==> src/rtl/skss_pkg.sv <==
// Shared types and constants for the key-slot store.
// Used by skss_cell and secure_key_slot_store_unit; no dependencies.
`default_nettype none
package skss_pkg;

    localparam int STAGE_DEPTH = 12;

    typedef enum logic [2:0] {
        FN_CLEAR   = 3'd0,
        FN_IMPORT  = 3'd1,
        FN_STORE   = 3'd2,
        FN_LOOKUP  = 3'd3,
        FN_RD_PUB  = 3'd4,
        FN_RD_SIGN = 3'd5,
        FN_RD_CUR  = 3'd6,
        FN_NONE    = 3'd7
    } t_func;

    typedef enum logic [2:0] {
        SS_OK       = 3'd0,
        SS_STAGED   = 3'd1,
        SS_DUP      = 3'd2,
        SS_NOTFOUND = 3'd3,
        SS_FULL     = 3'd4,
        SS_BAD      = 3'd5
    } t_status;

    typedef enum logic [1:0] {
        ST_IDLE,
        ST_CMP,
        ST_DONE
    } t_state;

    typedef logic [STAGE_DEPTH-1:0][63:0] t_stage;

    // Control broadcast from the sequencer to every cell
    typedef struct packed {
        logic        clear;
        logic        we_sec;
        logic        we_pub;
        logic [3:0]  wr_slot;
        t_stage      words;
        logic        cmp_init;
        logic        cmp_en;
        logic        cmp_pub;
        logic [3:0]  cmp_idx;
        logic [63:0] cmp_word;
        logic [4:0]  count;
        logic        rd_en;
        logic        rd_pub;
        logic [3:0]  rd_slot;
        logic [3:0]  rd_idx;
    } t_cell_ctl;

endpackage
`default_nettype wire

==> src/rtl/skss_cell.sv <==
// One slot of the store: secret and public key words, match flag,
// and the first-match and read-data links to the next cell. Uses skss_pkg.
`default_nettype none
module skss_cell
    import skss_pkg::*;
#(
    parameter int IDX          = 0,
    parameter int SECRET_WORDS = 4,
    parameter int PUBLIC_WORDS = 12
) (
    input  wire logic        i_clk,
    input  wire logic        i_rst_n,
    input  wire t_cell_ctl   i_ctl,
    input  wire logic        i_found,
    input  wire logic [3:0]  i_idx,
    input  wire logic [63:0] i_rword,
    output logic             o_found,
    output logic [3:0]       o_idx,
    output logic [63:0]      o_rword
);
    localparam int SW_BITS = (SECRET_WORDS > 1) ? $clog2(SECRET_WORDS) : 1;
    localparam int PW_BITS = (PUBLIC_WORDS > 1) ? $clog2(PUBLIC_WORDS) : 1;
    localparam logic [3:0] MY_SLOT = 4'(IDX);
    localparam logic [4:0] MY_SLOT5 = 5'(IDX);

    logic [SECRET_WORDS-1:0][63:0] r_sec;
    logic [PUBLIC_WORDS-1:0][63:0] r_pub;
    logic                          r_match;
    logic [63:0]                   cmp_mine;
    logic [63:0]                   rd_mine;
    logic                          hit;

    // Hold key words; zero on reset and clear
    always_ff @(posedge i_clk) begin
        if (!i_rst_n || i_ctl.clear) begin
            r_sec <= '0;
            r_pub <= '0;
        end else begin
            if (i_ctl.we_sec && i_ctl.wr_slot == MY_SLOT) begin
                for (int w = 0; w < SECRET_WORDS; w++) r_sec[w] <= i_ctl.words[w];
            end
            if (i_ctl.we_pub && i_ctl.wr_slot == MY_SLOT) begin
                for (int w = 0; w < PUBLIC_WORDS; w++) r_pub[w] <= i_ctl.words[w];
            end
        end
    end

    // Compare one word per cycle against the staged key while compare is enabled
    assign cmp_mine = i_ctl.cmp_pub ? r_pub[i_ctl.cmp_idx[PW_BITS-1:0]]
                                    : r_sec[i_ctl.cmp_idx[SW_BITS-1:0]];

    always_ff @(posedge i_clk) begin
        if (!i_rst_n) begin
            r_match <= 1'b0;
        end else if (i_ctl.cmp_init) begin
            r_match <= 1'b1;
        end else if (i_ctl.cmp_en) begin
            r_match <= r_match & (cmp_mine == i_ctl.cmp_word);
        end
    end

    // Pass first-match token and slot number to the neighbor
    assign hit     = r_match && (MY_SLOT5 < i_ctl.count);
    assign o_found = i_found | hit;
    assign o_idx   = (hit && !i_found) ? MY_SLOT : i_idx;

    // Merge this slot's word into the read chain when selected
    assign rd_mine = i_ctl.rd_pub ? r_pub[i_ctl.rd_idx[PW_BITS-1:0]]
                                  : r_sec[i_ctl.rd_idx[SW_BITS-1:0]];
    assign o_rword = (i_ctl.rd_en && i_ctl.rd_slot == MY_SLOT) ? (i_rword | rd_mine)
                                                               : i_rword;
endmodule
`default_nettype wire

==> config.mk <==
export PLATFORM = sky130hd
export DESIGN_NAME = skss_cell
export DESIGN_NICKNAME = d
export VERILOG_FILES = /design/src/rtl/skss_pkg.sv /design/src/rtl/skss_cell.sv
export SDC_FILE = /design/constraint.sdc
export NUM_CORES = 2
export LEC_CHECK = 0
export BUFFER_PORTS_ARGS = -buffer_cell sky130_fd_sc_hd__buf_2
export CELL_PAD_IN_SITES_DETAIL_PLACEMENT = 0
export CELL_PAD_IN_SITES_GLOBAL_PLACEMENT = 1
export CORE_ASPECT_RATIO = 0.75
export CORE_MARGIN = 8
export CORE_UTILIZATION = 30
export DETAILED_ROUTE_END_ITERATION = 6
export HOLD_SLACK_MARGIN = 0.02
export PLACE_DENSITY_LB_ADDON = 0.1
export SLEW_MARGIN = 20
export SYNTH_ARGS = -nofsm -noshare
export SYNTH_HDL_FRONTEND = slang
export SYNTH_SLANG_ARGS = --single-unit
==> constraint.sdc <==
create_clock -name i_clk -period 5.9 [get_ports i_clk]
set_clock_uncertainty 0.2 [all_clocks]
set_input_delay 1.18 -clock i_clk [delete_from_list [all_inputs] [get_ports i_clk]]
set_output_delay 1.18 -clock i_clk [all_outputs]
set_load 0.1 [all_outputs]
==> results.cfg <==
[clock_tree]
worstSkewPairLatency_ns = 0.77
clock_sinks = 1025
cts_buffer_depth = 3
htreeDepth = 3
cts_resized = 0
numCtsBuffers = 116
cts-root-buf = clkbuf_16
post_cts_buffers = 0
clk_pin_slew_ns = 0.06
hold_buffers = 0
cts_tree = built

[sta]
max_slew.worst_pin.slew_ns = 1.17
setup_ws_ns = 0.723
rsz0062_at_grt = false
setup_viol = 0
period_share_pct = 87.7
drv_slew = 0
max_freq_mhz = 193
fin_tns_setup_ns = 0
holdWs_ns = 0.265
post-route-min-period_ns = 5.18
max_slew_margin_pct = 22.3
final-hold-violation-count = 0

[global_route]
grt_max_degree = 172
grt_pass1_vias = 52000
grt_remaining_overflow = 0
antenna_found_initial = 210
gr-usage-all-layers_pct = 28.9
grt_first_pass_wirelength_um = 399000

[layout]
ff_latch_area_mm2 = 0.0205
drive_gt1_share_pct = 23.0
n_fill_cell = 18600
nNetsFinal = 8062
synthToLayoutAreaGrowth_pct = 23.1
multiInputGateArea_mm2 = 0.0305

[setup_path]
cp-start-kind = primary input
cp-end-kind = output pin
ff2ff_setup_slack_ns = 2.24
crit_fanout = 18
critPathKind = in -> out
cp.arrival_ns = 3.80
crit_slowest_cell = mux2i_1
crit_chain = buf_8, buf_12, buf_4, mux4_2, mux2i_1, o21ai_0, mux2i_1, o21bai_1, buf_12
critPathRequiredTime_ns = 4.52
slowest_delay_ns = 0.66

[power_and_ir_drop]
switching_share_pct = 27.5
power_density_mw_per_mm2 = 255
intPower_mw = 12.1
pwr-share-clk_pct = 46.9
power_frac_seq_pct = 41.9
p_comb_share_pct = 11.2
p_switching_mw = 4.58
peakVddDrop_v = 0.000238
p_total_mw = 16.7
power.leakage_nw = 23.3

[routing]
drc = 0
wl_per_cell_um = 30.0
final_antenna_net_count = 0
num_vias = 52700
first_pass_iters = 5
wl_um = 291000
drtIter0Drc = 3963
viasPerCell = 5.44

[synthesis]
synth_edf_count = 0
syn-num-nets = 7328
syn_inst = 6396
ys_seq_area_share_pct = 38.6
ys_types = 48
synthArstFlopShare_pct = 0
synth_largest_area_cell = dfxtp_1
avgSynthCellArea_um2 = 8.30
yosys.area.top_type_share_pct = 38.6
syn-cell-area_mm2 = 0.0531
synth-seq-cells = 1025
synthFlopType = dfxtp_1
yosys_warnings = 0
synthTopCellsByArea = dfxtp_1 39%, nand2_1 15%, mux4_2 12%

[placement]
gp_congestion = 0.898
place_hpwl_um = 221000
pre_cts_slack_ns = 0.409
port_buffers = 1000

[floorplanning]
core_mm2 = 0.176
start_util_pct = 30.3
dieHeight_um = 380
io_pins = 1001
std_cell_rows = 133
die_x_um = 502
die-area_mm2 = 0.191

[outcome]
status = finished clean

[hold_path]
hp-class = reg -> reg

[flow_run]
drv_cap = 0
path summary, 6_finish.rpt:
kind | end | cells after the start | from
worst max-delay path | o_rword[5] | 9 | i_ctl[0]
worst min-delay path | r_sec[101] | 2 | r_sec[101]
worst max register to register | r_match | 7 | r_pub[201]
worst min register to register | r_sec[101] | 2 | r_sec[101]
area by class of cell:
type	instances	area share (%)
Antenna cell	91	0.348
Clock inverter	63	1.14
Tap cell	2362	4.52
Clock buffer	155	4.97
Sequential cell	1025	31.4
Timing Repair Buffer	1171	11.1
Inverter	1	0.00574
Multi-Input combinational cell	4815	46.6
through the flow:
stage / instance area (µm²) / util (%) / instances
after detailed placement: 61200 / 34.8 / 9374
after floorplan: 53100 / - / 6396
after CTS: 65200 / 37.1 / 9592
final: 65400 / 37.3 / 9683
after global routing: 65300 / 37.2 / 9651
after global placement: 61200 / 34.8 / 9374
synthesized netlist by cell type, types with 5 or more instances:
master and number:
a211oi_1 19, nor2_1 38, nand2_1 2161, o31a_1 11, nor2b_1 6, a21oi_1 1071, mux2i_1 606, mux4_2 272
buf_4 22, nand3b_1 11, nand3_1 8, buf_2 48, o22ai_1 117, dfxtp_1 1025, buf_1 58, nand4_1 43
nor3_1 8, and4_1 8, nor4_1 12, and3_1 39, o211ai_1 42, o21ai_0 105, nand2b_1 5, or4_1 5
o21bai_1 64, clkbuf_1 423, and2_1 7, and4b_1 21, a22oi_1 64, o21a_1 8, or3_1 39
layout by cell type (no fill, tap or decap), types with 12 or more instances in the layout:
cell       synthesis  routed
nand2_1         2161    2159
a21oi_1         1071    1071
dfxtp_1         1025    1025
buf_2             48     984
mux2i_1          606     606
mux4_2           272     272
clkbuf_16          0     119
o22ai_1          117     117
buf_4             22     111
o21ai_0          105     105
diode_2            0      91
buf_12             1      69
o21bai_1          64      64
a22oi_1           64      64
nand4_1           43      43
o211ai_1          42      42
and3_1            39      39
or3_1             39      39
nor2_1            38      36
clkinv_2           0      28
clkbuf_1         423      22
and4b_1           21      21
a211oi_1          19      17
bufinv_16          0      14
clkbuf_8           0      14
nor4_1            12      12
worst max-delay path: cells and delay by family:
kind / cells / cell delay, ns
compound gates: 2 / 0.29
mux: 3 / 1.31
buf+inv: 4 / 0.96
flip-flops by register name, summed over array words and instances (netlist names):
name / flops
r_match: 1
r_pub: 768
r_sec: 256
power groups by stage:
stage                     clock, mW  combinational (mW)  sequential, mW
after global placement            0                1.87            7.14
after floorplan                   0               0.948            7.12
after CTS                      7.95                1.88            6.98
after global routing           8.24                1.96            6.98
final                          7.81                1.87            6.99
after detailed placement          0                1.87            7.14
cells by family after synthesis:
kind of cell	after synthesis	synth area share [%]
DFF	1025	38.6
AOI/OAI and AO/OA	1517	15.7
muxes	879	23.0
and+or+nand+nor	2419	18.4
buffers and inverters	556	4.27
routing by layer:
layer / global-route usage [%] / part of all wire (%) / up-vias
met2: 52.5 / 52 / 1912
met1: 32.0 / 37 / 26100
met4: 15.6 / 5.6 / 40
met5: 0 / 0.092 / -
li1: - / - / 24100
met3: 4.74 / 5.5 / 613
Note: power is estimated with default switching activity, not from simulation.
